## config.mk

```make
export PLATFORM = sky130hd
export DESIGN_NAME = debounced_key_sequence_unlock
export DESIGN_NICKNAME = d
export VERILOG_FILES = /design/src/sv/dksu_pkg.sv /design/src/sv/debounced_key_sequence_unlock.sv
export SDC_FILE = /design/constraint.sdc
export NUM_CORES = 1
export LEC_CHECK = 0
export BUFFER_PORTS_ARGS = -buffer_cell sky130_fd_sc_hd__buf_2
export CORE_MARGIN = 5
export CORE_UTILIZATION = 60
export DETAILED_ROUTE_END_ITERATION = 8
export GPL_ROUTABILITY_DRIVEN = 0
export GPL_TIMING_DRIVEN = 0
export HOLD_SLACK_MARGIN = 0.03
export PLACE_DENSITY_LB_ADDON = 0.08
export SLEW_MARGIN = 20
export SYNTH_ARGS = -nofsm -noshare
export SYNTH_HDL_FRONTEND = slang
export SYNTH_SLANG_ARGS = --single-unit
```

## constraint.sdc

```tcl
create_clock -name clk -period 5.8 [get_ports clk]
set_input_delay 0.87 -clock clk [delete_from_list [all_inputs] [get_ports clk]]
set_output_delay 0.87 -clock clk [all_outputs]
set_load 0.05 [all_outputs]
```

## src/sv/dksu_pkg.sv

```systemverilog
// Package for the debounced key sequence unlock block: key class codes,
// sequence positions, register indexes, reset values and the key classifier.
// No dependencies.
`timescale 1ns / 1ps

package dksu_pkg;

    typedef enum logic [2:0] {
        CLS_NONE  = 3'd0,
        CLS_START = 3'd1,
        CLS_ESC   = 3'd2,
        CLS_UP    = 3'd3,
        CLS_DOWN  = 3'd4,
        CLS_OTHER = 3'd5
    } key_class_t;

    typedef enum logic [1:0] {
        REG_ENABLE   = 2'd0,
        REG_DEBOUNCE = 2'd1,
        REG_TIMEOUT  = 2'd2
    } reg_index_t;

    typedef logic [2:0] seq_pos_t;

    localparam seq_pos_t SEQ_IDLE     = 3'd0;
    localparam seq_pos_t SEQ_ARMED    = 3'd1;
    localparam seq_pos_t SEQ_LAST_ESC = 3'd3;
    localparam seq_pos_t SEQ_FIRST_UP = 3'd4;
    localparam seq_pos_t SEQ_LAST_UP  = 3'd5;

    localparam int TIME_W     = 32;
    localparam int DEBOUNCE_W = 16;
    localparam int TIMEOUT_W  = 20;

    localparam logic [DEBOUNCE_W-1:0] DEBOUNCE_RST = 16'd80;
    localparam logic [TIMEOUT_W-1:0]  TIMEOUT_RST  = 20'd10000;

    // up+down together is start; any other mix is "other"
    function automatic key_class_t classify(
        input logic up,
        input logic down,
        input logic esc,
        input logic enter
    );
        key_class_t cls;
        begin
            if (!up && !down && !esc && !enter)
                cls = CLS_NONE;
            else if (up && down)
                cls = CLS_START;
            else if (esc && !up && !down && !enter)
                cls = CLS_ESC;
            else if (up && !down && !esc && !enter)
                cls = CLS_UP;
            else if (down && !up && !esc && !enter)
                cls = CLS_DOWN;
            else
                cls = CLS_OTHER;
            return cls;
        end
    endfunction

endpackage

```

## src/sv/debounced_key_sequence_unlock.sv

```systemverilog
// Channel    | Direction | Signals                                          | Notes
// -----------+-----------+--------------------------------------------------+------------------
// sample in  | in        | in_valid/in_ready, key_up/down/esc/enter, now_ms | one key sample
// result out | out       | out_valid/out_ready, start_seen, unlock,         | one per sample
//            |           | seq_position, stable_class                       |
// config     | in        | cfg_valid/cfg_ready, cfg_index, cfg_data         | always ready
//
// Each sample is captured in the input register and its result is then loaded into the
// result register, which drives out_valid; one sample per cycle is sustained while out_ready
// is high. The input register feeds the classifier/debounce/sequence logic, which updates the
// state and loads the result register in the same cycle.
// A stalled output holds the result register and the input register; in_ready
// drops only when both are full and out_ready is low. Reset (rst_n, async, low)
// clears state and restores register defaults (enable 1, 80 ms, 10000 ms).
//
// Depends on dksu_pkg.
`timescale 1ns / 1ps

module debounced_key_sequence_unlock (
    input  logic        clk,
    input  logic        rst_n,

    input  logic        in_valid,
    output logic        in_ready,
    input  logic        key_up,
    input  logic        key_down,
    input  logic        key_esc,
    input  logic        key_enter,
    input  logic [31:0] now_ms,

    output logic        out_valid,
    input  logic        out_ready,
    output logic        start_seen,
    output logic        unlock,
    output logic [2:0]  seq_position,
    output logic [2:0]  stable_class,

    input  logic        cfg_valid,
    output logic        cfg_ready,
    input  logic [1:0]  cfg_index,
    input  logic [31:0] cfg_data
);

    localparam int TW = dksu_pkg::TIME_W;
    localparam int DW = dksu_pkg::DEBOUNCE_W;
    localparam int OW = dksu_pkg::TIMEOUT_W;

    // ------------------------------------------------------------------
    // Configuration registers
    // ------------------------------------------------------------------
    logic          enable_reg;
    logic [DW-1:0] debounce_reg;
    logic [OW-1:0] timeout_reg;

    assign cfg_ready = 1'b1;

    always_ff @(posedge clk or negedge rst_n)
    begin
        if (!rst_n)
        begin
            enable_reg   <= 1'b1;
            debounce_reg <= dksu_pkg::DEBOUNCE_RST;
            timeout_reg  <= dksu_pkg::TIMEOUT_RST;
        end
        else if (cfg_valid && cfg_ready)
        begin
            case (dksu_pkg::reg_index_t'(cfg_index))
                dksu_pkg::REG_ENABLE:   enable_reg   <= cfg_data[0];
                dksu_pkg::REG_DEBOUNCE: debounce_reg <= cfg_data[DW-1:0];
                dksu_pkg::REG_TIMEOUT:  timeout_reg  <= cfg_data[OW-1:0];
                default: ; // unused index: write dropped
            endcase
        end
    end

    // ------------------------------------------------------------------
    // Pipeline control: input register -> result register
    // ------------------------------------------------------------------
    logic in_valid_reg;
    logic out_valid_reg;
    logic advance;   // result register can take the item in the input register

    assign advance  = !out_valid_reg || out_ready;
    assign in_ready = !in_valid_reg || advance;

    always_ff @(posedge clk or negedge rst_n)
    begin
        if (!rst_n)
        begin
            in_valid_reg  <= 1'b0;
            out_valid_reg <= 1'b0;
        end
        else
        begin
            if (in_ready)
                in_valid_reg <= in_valid;
            if (advance)
                out_valid_reg <= in_valid_reg;
        end
    end

    // Input payload register (no reset needed)
    logic          up_reg, down_reg, esc_reg, enter_reg;
    logic [TW-1:0] now_reg;

    always_ff @(posedge clk)
    begin
        if (in_valid && in_ready)
        begin
            up_reg    <= key_up;
            down_reg  <= key_down;
            esc_reg   <= key_esc;
            enter_reg <= key_enter;
            now_reg   <= now_ms;
        end
    end

    // ------------------------------------------------------------------
    // Detector state
    // ------------------------------------------------------------------
    dksu_pkg::seq_pos_t   seq_reg, seq_next;
    dksu_pkg::key_class_t last_class_reg, last_class_next;
    dksu_pkg::key_class_t held_class_reg, held_class_next;
    dksu_pkg::key_class_t acted_class_reg, acted_class_next;
    logic [TW-1:0]        change_time_reg, change_time_next;
    logic [TW-1:0]        arm_time_reg, arm_time_next;
    logic                 start_next, unlock_next;

    dksu_pkg::key_class_t cls;
    dksu_pkg::seq_pos_t   seq_live;     // position after the timeout check
    logic [TW-1:0]        since_arm;    // wraps mod 2^32
    logic [TW-1:0]        since_change;
    logic                 timed_out;
    logic                 debounced;

    assign cls          = dksu_pkg::classify(up_reg, down_reg, esc_reg, enter_reg);
    assign since_arm    = now_reg - arm_time_reg;
    assign since_change = now_reg - change_time_reg;
    assign timed_out    = (seq_reg != dksu_pkg::SEQ_IDLE) &&
                          (since_arm >= {{(TW-OW){1'b0}}, timeout_reg});
    assign debounced    = since_change >= {{(TW-DW){1'b0}}, debounce_reg};
    assign seq_live     = timed_out ? dksu_pkg::SEQ_IDLE : seq_reg;

    always_comb
    begin
        seq_next         = seq_reg;
        last_class_next  = last_class_reg;
        held_class_next  = held_class_reg;
        acted_class_next = acted_class_reg;
        change_time_next = change_time_reg;
        arm_time_next    = arm_time_reg;
        start_next       = 1'b0;
        unlock_next      = 1'b0;

        if (enable_reg)
        begin
            seq_next = seq_live;
            if (cls != last_class_reg)
            begin
                // class changed: just restart the hold timer
                last_class_next  = cls;
                change_time_next = now_reg;
            end
            else if (cls == held_class_reg || debounced)
            begin
                held_class_next = cls;
                if (cls == dksu_pkg::CLS_NONE)
                begin
                    acted_class_next = dksu_pkg::CLS_NONE;   // release re-arms keys
                end
                else if (cls != acted_class_reg)
                begin
                    acted_class_next = cls;
                    if (cls == dksu_pkg::CLS_START)
                    begin
                        seq_next      = dksu_pkg::SEQ_ARMED;
                        arm_time_next = now_reg;
                        start_next    = 1'b1;
                    end
                    else if (seq_live >= dksu_pkg::SEQ_ARMED &&
                             seq_live <= dksu_pkg::SEQ_LAST_ESC)
                    begin
                        seq_next = (cls == dksu_pkg::CLS_ESC) ? seq_live + 3'd1
                                                              : dksu_pkg::SEQ_IDLE;
                    end
                    else if (seq_live == dksu_pkg::SEQ_FIRST_UP && cls == dksu_pkg::CLS_UP)
                    begin
                        seq_next = dksu_pkg::SEQ_LAST_UP;
                    end
                    else if (seq_live == dksu_pkg::SEQ_LAST_UP && cls == dksu_pkg::CLS_UP)
                    begin
                        seq_next    = dksu_pkg::SEQ_IDLE;
                        unlock_next = 1'b1;
                    end
                    else
                    begin
                        // wrong key, or an accepted key while idle
                        seq_next = dksu_pkg::SEQ_IDLE;
                    end
                end
            end
        end
    end

    logic step;
    assign step = advance && in_valid_reg;

    always_ff @(posedge clk or negedge rst_n)
    begin
        if (!rst_n)
        begin
            seq_reg         <= dksu_pkg::SEQ_IDLE;
            last_class_reg  <= dksu_pkg::CLS_NONE;
            held_class_reg  <= dksu_pkg::CLS_NONE;
            acted_class_reg <= dksu_pkg::CLS_NONE;
            change_time_reg <= '0;
            arm_time_reg    <= '0;
        end
        else if (step)
        begin
            seq_reg         <= seq_next;
            last_class_reg  <= last_class_next;
            held_class_reg  <= held_class_next;
            acted_class_reg <= acted_class_next;
            change_time_reg <= change_time_next;
            arm_time_reg    <= arm_time_next;
        end
    end

    // ------------------------------------------------------------------
    // Result register
    // ------------------------------------------------------------------
    logic     start_reg, unlock_reg;
    logic [2:0] pos_reg, class_reg;

    always_ff @(posedge clk)
    begin
        if (step)
        begin
            start_reg  <= start_next;
            unlock_reg <= unlock_next;
            pos_reg    <= seq_next;
            class_reg  <= held_class_next;
        end
    end

    assign out_valid    = out_valid_reg;
    assign start_seen   = start_reg;
    assign unlock       = unlock_reg;
    assign seq_position = pos_reg;
    assign stable_class = class_reg;

    // ------------------------------------------------------------------
    // Assertions
    // ------------------------------------------------------------------
    a_seq_range: assert property (@(posedge clk) disable iff (!rst_n)
        seq_reg <= dksu_pkg::SEQ_LAST_UP)
        else $error("sequence position out of range");

    a_unlock_idle: assert property (@(posedge clk) disable iff (!rst_n)
        out_valid && unlock |-> seq_position == dksu_pkg::SEQ_IDLE && !start_seen)
        else $error("unlock without return to idle");

    a_start_armed: assert property (@(posedge clk) disable iff (!rst_n)
        out_valid && start_seen |->
            seq_position == dksu_pkg::SEQ_ARMED && stable_class == dksu_pkg::CLS_START)
        else $error("start reported without arming");

    a_state_hold: assert property (@(posedge clk) disable iff (!rst_n)
        !step |=> $stable(seq_reg) && $stable(held_class_reg) && $stable(arm_time_reg))
        else $error("detector state moved without a sample");

endmodule
```

## Yosys cells after proc, flatten, opt, wreduce, memory -nomap -nowiden

Cells that the tools add are included.

| operators by class | value |
|---|---|
| add/sub/neg operators | 3 |
| $lt $le $gt $ge | 4 |
| equality and inequality tests | 10 |
| muxes and demuxes | 22 |
| bitwise logic cells | 5 |
| reduce and logical (&&, ||, !) cells | 40 |

Operators by type and width:

| kind | count |
|---|---|
| $sub A32 B32 Y32 | 2 |
| $mux W3 | 19 |
| $ge A32 B16 Y1 | 1 |
| $ge A32 B20 Y1 | 1 |
| $logic_and A1 B1 Y1 | 19 |
| $reduce_or A8 Y1 | 1 |
| $reduce_and A7 Y1 | 1 |
| $eq A3 B2 Y1 const B | 2 |
| $eq A3 B3 Y1 const B | 2 |
| $logic_not A1 Y1 | 6 |
| $ne A3 B3 Y1 | 2 |
| $reduce_and A2 Y1 | 3 |
| $not A1 Y1 | 5 |
| $reduce_and A5 Y1 | 1 |
| $reduce_or A5 Y1 | 1 |
| $add A3 B1 Y3 const B | 1 |
| $eq A3 B1 Y1 const B | 1 |
| $eq A3 B3 Y1 | 1 |
| $ge A3 B1 Y1 const B | 1 |
| $le A3 B2 Y1 const B | 1 |
| $logic_not A3 Y1 | 1 |
| $logic_or A1 B1 Y1 | 3 |
| $mux W1 | 3 |
| $reduce_and A3 Y1 | 1 |
| other kinds (5) | 5 |

| word-level totals | value |
|---|---|
| bits in registers | 159 |
| bits of input ports | 75 |
| output and inout bits | 11 |
| word-level logic and storage cells | 104 |

## Depth between registers and ports, before layout

Gate-level depths: netlist of the first run.

| depth | value |
|---|---|
| word-level depth | 19 |
| depth in mapped cells | 26 |
| depth with buffers taken out | 26 |

## Worst setup path before layout of the first run

OpenSTA, ideal clock, no wires.

| path | value |
|---|---|
| path type | register to register |
| start | register now_reg[0] |
| end | register pos_reg[0] (netlist: seq_position[0]) (data pin) |
| setup time | 0.256 ns |
| data arrival time | 4.437 ns |
| data required time | 5.544 ns |
| setup slack | 1.107 ns |
| cell stages (with the launch flop) | 26 |
| path buffers | 0 |
| clock period less this slack | 4.693 ns |
| path through | edfxtp_1 -> inv_1 -> ha_1 -> inv_1 -> fa_1 -> a21o_1 -> a221o_2 -> o2bb2ai_2 -> nor2_1 -> o21ai_0 -> xor2_1 -> ha_1 -> a21o_1 -> a21oi_1 -> o21ai_0 -> nor4_1 -> nand4b_1 -> nor2_1 -> inv_1 -> ha_1 -> inv_1 -> a21boi_0 -> o21ai_1 -> a21oi_1 -> or3b_1 -> a22o_1 |

| on the way | value |
|---|---|
| word-level cells in the longest chain between the ends | 14 |
| elaborated cells on any way between the ends | 22 |
| those cells by class | add/sub (3); order compare (4); eq/ne (1); mux (10); reduce/logical (4) |

RTL lines:

| item | RTL line | RTL |
|---|---|---|
| start, declared | debounced_key_sequence_unlock.sv:104 | `logic [TW-1:0] now_reg;` |
| start signal, assigned | debounced_key_sequence_unlock.sv:114 | `now_reg <= now_ms;` |
| branches (longest 12 deep; another with $sub A32 B32 Y32) | - |  |
| $mux W3 (*) | debounced_key_sequence_unlock.sv:158 | `if (cls != last_class_reg)` |
| $mux W3 (*) | debounced_key_sequence_unlock.sv:155 | `if (enable_reg)` |
| net seq_next[0] | debounced_key_sequence_unlock.sv:121 | `dksu_pkg::seq_pos_t seq_reg, seq_next;` |
| end signal, assigned | debounced_key_sequence_unlock.sv:242 | `pos_reg <= seq_next;` |
| end, declared | debounced_key_sequence_unlock.sv:234 | `logic [2:0] pos_reg, class_reg;` |

Mark *: on every way through the listed nets, which the timed path passes.
A chain may end at the register's enable or synchronous reset.

## Worst setup path in the final report of the first run

| path | value |
|---|---|
| start | register now_reg[7] |
| end | register pos_reg[0] (netlist: seq_position[0]) (data pin) |

The elaborated chain is that of the path after synthesis.

==> results of run 1 <==
[worst max-delay path, cell delays in order, from the launching register on]
cell and delay, ns:
edfxtp_1 0.51, ha_1 0.44, a21oi_1 0.29, o21ai_0 0.15
a221oi_1 0.62, nand2_1 0.22, a21oi_1 0.21, xnor2_1 0.09
ha_1 0.18, a21o_1 0.16, a21o_1 0.17, a21oi_1 0.14
o21ai_0 0.13, nor4_1 0.21, nand4b_1 0.27, nor2_2 0.24
inv_1 0.08, ha_1 0.23, inv_1 0.10, a21boi_0 0.08
o21ai_1 0.10, a21oi_1 0.08, or3b_1 0.38, a22o_1 0.19
[kinds of logic after synthesis]
group / count (synthesis) / share of synthesized area [%]
AND/OR/NAND/NOR: 306 / 13.69
AO/OA/AOI/OAI: 334 / 19.72
multiplexers: 51 / 5.328
adder cells (fa/ha/maj): 103 / 11.91
other: 1 / 0.03427
flip-flops: 159 / 38.46
buffers and inverters: 167 / 6.209
XOR/XNOR: 58 / 4.642
[power by group through the flow]
| stage | sequential, mW | combinational (mW) | clock (mW) |
|---|---|---|---|
| 6_report | 1.64 | 3.65 | 1.06 |
| 2_1_floorplan | 1.65 | 2.79 | 0 |
| 5_1_grt | 1.68 | 4.11 | 1.13 |
| 3_3_place_gp | 1.64 | 3.48 | 0 |
| 4_1_cts | 1.64 | 3.60 | 1.08 |
| 3_5_place_dp | 1.66 | 3.55 | 0 |
[layout make-up]
type	count	area share, %
clock buffers	22	3.961
clock inverters	10	0.6244
plain buffers	51	1.996
repair buffers	75	3.450
multi-input cells	853	49.63
flip-flops and latches	159	34.44
well taps	229	2.344
inverters	116	3.562
[through the flow]
stage               TNS (ns)  setup WS, ns  power (mW)  std cells  hold WS (ns)
CTS                        0        0.2258       6.324       1514        0.4709
detailed placement         0        0.2677       5.209       1482        0.4847
floorplan                  0         1.107       4.438       1179        0.4634
global route        -0.01174      -0.01174       6.918       1515        0.4882
global placement           0        0.3909       5.127       1480        0.4808
finish                     0        0.2685       6.359       1515        0.4463
[timing repair]
item | in CTS | in global routing
endpoints found under the setup margin | 0 | 6
hold buffers | 0 | 0
resized for setup | 0 | 4
setup buffers | 0 | 1
[metal layers]
layer | share of wire, % | GRT usage, % | vias to the layer above | wire (um)
met1 | 45 | 38.33 | 4237 | 12410
met4 | 2.2 | 7.743 | 0 | 614
met2 | 45 | 39.76 | 322 | 12410
met3 | 7.7 | 4.521 | 47 | 2110
li1 | - | - | 4405 | -
met5 | 0 | 0 | - | 0
[worst max-delay path by stage]
stage / start / cells after the start / slack (ns) / to
after global routing: now_reg[0] / 26 / -0.01 / seq_position[0]
final: now_reg[7] / 23 / 0.27 / seq_position[0]
after floorplan: now_reg[0] / 25 / 1.11 / seq_position[0]
after CTS: now_reg[0] / 25 / 0.23 / seq_position[0]
after global placement: now_reg[7] / 23 / 0.39 / seq_position[0]
after detailed placement: now_reg[0] / 25 / 0.27 / seq_position[0]
[cell usage after synthesis (19+ instances only)]
cell	number	area, um2
buf_2	20	100.1
ha_1	101	1264
nor2_1	48	180.2
nand3_1	20	100.1
o21ai_0	105	525.5
xnor2_1	31	271.5
edfxtp_1	44	1321
a21o_1	19	142.6
xor2_1	27	236.5
mux2_2	46	518.0
a21oi_1	76	380.4
nand2_1	130	488.0
nand4_1	28	175.2
clkbuf_1	25	93.84
dfrtp_1	107	2678
inv_1	116	435.4
[cell usage in the layout, fill, tap and decap left out, drive strengths merged, types with 9 or more instances in the layout]
cell type,Yosys,routed
nand2,130,130
inv,116,119
o21ai,115,115
dfrtp,107,107
ha,101,101
buf,25,100
a21oi,85,85
mux2,49,49
nor2,48,48
clkbuf,26,48
edfxtp,44,44
xnor2,31,31
nand4,28,28
xor2,27,27
a21o,22,22
nand3,20,20
a31oi,17,17
a211oi,17,17
nand2b,14,14
nor3,13,13
o21a,10,10
o211ai,9,9
==> results.sh, run 1 <==
export IMPL_grt_max_degree=68
export IMPL_final_nets=1451
export IMPL_drtAntennaViolNets=0
export IMPL_period_share_pct=95.37
export IMPL_antenna_cells=0
export IMPL_multi_input_area_um2=6066
export IMPL_fin_util_pct=68.04
export IMPL_track_usage_pct=26.06
export IMPL_netSwitchingFraction_pct=43.78
export IMPL_io_pins=86
export IMPL_clockRootBuffer="clkbuf_16"
export IMPL_drv_cap=0
export IMPL_area_sequential_um2=4209
export IMPL_hold_viol=0
export IMPL_die_area_um2=21040
export IMPL_portBuffers=72
export IMPL_rrSetupSlack_ns=0.27
export IMPL_seqPwrFrac_pct=25.8
export IMPL_outcome="complete, no violations"
export IMPL_dp_hpwl_um=21220
export IMPL_layout_drive_gt1_share_pct=18.12
export IMPL_syn_area_um2=10940
export IMPL_antenna_found_initial=0
export IMPL_yosys_register_bits=159
export IMPL_fmax_mhz=180.8
export IMPL_yosysWarnings=0
export IMPL_totalWireLength_um=27540
export IMPL_combPwrFrac_pct=57.4
export IMPL_p_leak_nw=5.424
export IMPL_crit_path_end_kind="flop"
export IMPL_peakVddDrop_uv=266.2
export IMPL_fin_skew_ns=0.008851
export IMPL_core_um2=17960
export IMPL_place_area_um2=11640
export IMPL_numCtsBuffers=17
export IMPL_drv_slew=0
export IMPL_clk_latency_ns=0.43
export IMPL_grt_pass1_wl_um=44700
export IMPL_synth_cell_type_count=87
export IMPL_rr_endpoint="seq_position[0]"
export IMPL_drcViolationCount=0
export IMPL_worst_pin_slew_ns=1.089
export IMPL_reg2reg_depth=23
export IMPL_syn_avg_cell_area_um2=9.282
export IMPL_async_flop_share_pct=72.33
export IMPL_drtPass1Iterations=5
export IMPL_start_kind="flop"
export IMPL_critPathKind="flop to flop"
export IMPL_via_per_inst=5.948
export IMPL_dieHeight_um=145.1
export IMPL_internal_power_mw=3.575
export IMPL_cp_data_required_time_ns=5.99
export IMPL_num_vias=9011
export IMPL_setup_viol=0
export IMPL_cts_sinks=159
export IMPL_pwr_share_clk_pct=16.7
export IMPL_synth_edff_count=44
export IMPL_switchingPower_mw=2.784
export IMPL_cp_max_fo=7
export IMPL_critPathArrivalTime_ns=5.72
export IMPL_final_cell_area_um2=12220
export IMPL_ys_flop_type="dfrtp_1"
export IMPL_dr_first_iter_drc_count=712
export IMPL_syn_inst=1179
export IMPL_clockBufferDepth=2
export IMPL_r2r_start="now_reg[7]"
export IMPL_min_delay_path_class="input pin to asynchronous set/reset pin"
export IMPL_die_w_um=145.1
export IMPL_slew_headroom_pct=26.82
export IMPL_rows=49
export IMPL_syn_to_final_growth_pct=11.70
export IMPL_start_util_pct=60.92
export IMPL_syn_num_nets=1357
export IMPL_grt_pass1_vias=8740
export IMPL_grt_overflow_total=0
export IMPL_powerDensity_nw_per_um2=520.3
export IMPL_yosysSeqAreaShare_pct=38.46
export IMPL_avgRoutedWirePerCell_um=18.18
export IMPL_tritoncts="yes"
export IMPL_timing_final_crit_period_ns=5.532
export IMPL_num_fill_cells=1457
export IMPL_htreeDepth=4
export IMPL_clk_pin_slew_ns=0.06
No activity file was read; power rests on OpenSTA's default activity.
==> run 2: changes to the inputs <==
--- a/config.mk
+++ b/config.mk
@@ -6,6 +6,7 @@
 export NUM_CORES = 1
 export LEC_CHECK = 0
 export BUFFER_PORTS_ARGS = -buffer_cell sky130_fd_sc_hd__buf_2
+export CORE_ASPECT_RATIO = 1.25
 export CORE_MARGIN = 5
 export CORE_UTILIZATION = 60
 export DETAILED_ROUTE_END_ITERATION = 8
==> run 2 against run 1 <==
Effect of this change: clock power up 10%; critical path depth is 3 higher; clock-buffer cell count is 3 lower; sequential power about the same; power up 2.2%; critical endpoint unchanged; routed wire length increased by 1.2%; worst setup slack better by 0.12 ns; utilization grew 0.12 points; final area increased by 0.54%.
==> results.sh, run 2 (same netlist as run 1, synthesis figures left out) <==
export IMPL_ctsHoldBuffers=0
export IMPL_portBuffers=72
export IMPL_drtAntennaViolNets=0
export IMPL_avgRoutedWirePerCell_um=18.42
export IMPL_clockBufferDepth=2
export IMPL_layout_drive_gt1_share_pct=18.37
export IMPL_num_vias=9041
export IMPL_setup_viol=0
export IMPL_drtPass1Iterations=6
export IMPL_final_cell_mix="nand2_1, inv_1, dfrtp_1"
export IMPL_rsz0062_at_grt="no"
export IMPL_antenna_found_initial=0
export IMPL_htreeDepth=4
export IMPL_crit_path_end_kind="flop"
export IMPL_place_inst=1481
export IMPL_clk_pin_slew_ns=0.07
export IMPL_final_common_cell="nand2_1"
export IMPL_cp_max_fo=5
export IMPL_drv_slew=0
export IMPL_cp_data_required_time_ns=5.97
export IMPL_totalWireLength_um=27870
export IMPL_period_share_pct=93.38
export IMPL_cts_sinks=159
export IMPL_numCtsBuffers=17
export IMPL_rows=55
export IMPL_final_nets=1450
export IMPL_min_delay_path_class="input pin to asynchronous set/reset pin"
export IMPL_antenna_cells=0
export IMPL_io_pins=86
export IMPL_start_util_pct=60.69
export IMPL_tritoncts="yes"
export IMPL_peakVddDrop_uv=283.6
export IMPL_hold_viol=0
export IMPL_core_um2=18030
export IMPL_critPathArrivalTime_ns=5.59
export IMPL_drcViolationCount=0
export IMPL_powerDensity_nw_per_um2=528.7
export IMPL_clockRootBuffer="clkbuf_16"
export IMPL_grt_max_degree=64
export IMPL_drv_cap=0
export IMPL_timing_final_crit_period_ns=5.416
export IMPL_die_w_um=130.8
export IMPL_tns_ns=0
export IMPL_fmax_mhz=184.6
export IMPL_syn_to_final_growth_pct=12.30
export IMPL_critPathKind="flop to flop"
export IMPL_slew_headroom_pct=29.72
export IMPL_fin_skew_ns=0.009698
export IMPL_cp_slowest_cell="a221o_2"
export IMPL_stdcell_count=1513
export IMPL_worst_pin_slew_ns=1.046
export IMPL_crit_top_cell="inv_1"
export IMPL_p_total_mw=6.498
export IMPL_outcome="complete, no violations"
export IMPL_start_kind="flop"
export IMPL_cpPeakStageDelay_ns=0.43
export IMPL_dr_first_iter_drc_count=669
export IMPL_grt_overflow_total=0
export IMPL_fin_util_pct=68.16
export IMPL_die_area_um2=21060
export IMPL_track_usage_pct=26.87
export IMPL_postCtsSetupBuffers=0
export IMPL_dieHeight_um=161.0
export IMPL_grt_pass1_vias=8773
export IMPL_p_leak_nw=5.458
export IMPL_dp_hpwl_um=21560
export IMPL_via_per_inst=5.976
export IMPL_grt_pass1_wl_um=44220
export IMPL_clk_latency_ns=0.43
==> run 2: worst paths after layout <==
check	startpoint	endpoint	slack (ns)	cells after the start
worst max-delay path	now_reg[0]	seq_position[0]	0.38	26
worst min-delay path	rst_n	change_time_reg[23]	0.42	1
worst max register to register	now_reg[0]	seq_position[0]	0.38	26
worst min register to register	last_class_reg[2]	last_class_reg[2]	0.50	2
max in group asynchronous	rst_n	enable_reg	4.62	2
min in group clk	last_class_reg[2]	last_class_reg[2]	0.50	2
==> run 2: power by group <==
group	internal, mW	total [mW]	switching [mW]	leakage, nW
clock network	0.659	1.17	0.507	0.301
logic	1.50	3.69	2.19	3.40
registers	1.49	1.64	0.148	1.76
==> run 2: area by class of cell <==
cell class | instances | area [um2]
buffer | 51 | 244.0
clock buffer | 19 | 475.5
clock inverter | 13 | 137.6
fill | 1506 | 5741
inverter | 116 | 435.4
multi-input combinational | 853 | 6081
sequential | 159 | 4209
tap | 228 | 285.3
timing repair buffer | 74 | 421.7
==> run 2: worst max-delay path, delay by kind of cell (launching register included) <==
family,cells,cell delay (ns)
AO/OA/AOI/OAI,11,1.91
AND/OR/NAND/NOR,6,1.38
adder cells (fa/ha/maj),4,1.01
flip-flops,1,0.41
buffers and inverters,4,0.33
XOR/XNOR,1,0.11
==> run 2: repair_timing <==
| item | CTS | global route |
|---|---|---|
| endpoints found under the hold margin | 0 | 0 |
| gates resized for setup | 0 | 5 |
| endpoints found under the setup margin | 0 | 1 |
==> run 2: per-stage QoR <==
step           setup slack (ns)  hold WS, ns  cell area (um2)
3_3_place_gp             0.3505       0.4852            11590
4_1_cts                  0.2509       0.4515            12270
2_1_floorplan             1.107       0.4634            10940
6_report                 0.3837       0.4226            12290
5_1_grt                 0.07595       0.4826            12290
3_5_place_dp             0.2664       0.4885            11660
==> run 2: metal layers <==
metal / global-route usage (%) / routed length [um] / up-vias / share of wire [%]
li1: - / - / 4406 / -
met1: 33.78 / 11400 / 4315 / 41
met2: 46.10 / 13920 / 256 / 50
met3: 4.003 / 1411 / 64 / 5.1
met4: 10.62 / 1137 / 0 / 4.1
met5: 0 / 0 / - / 0
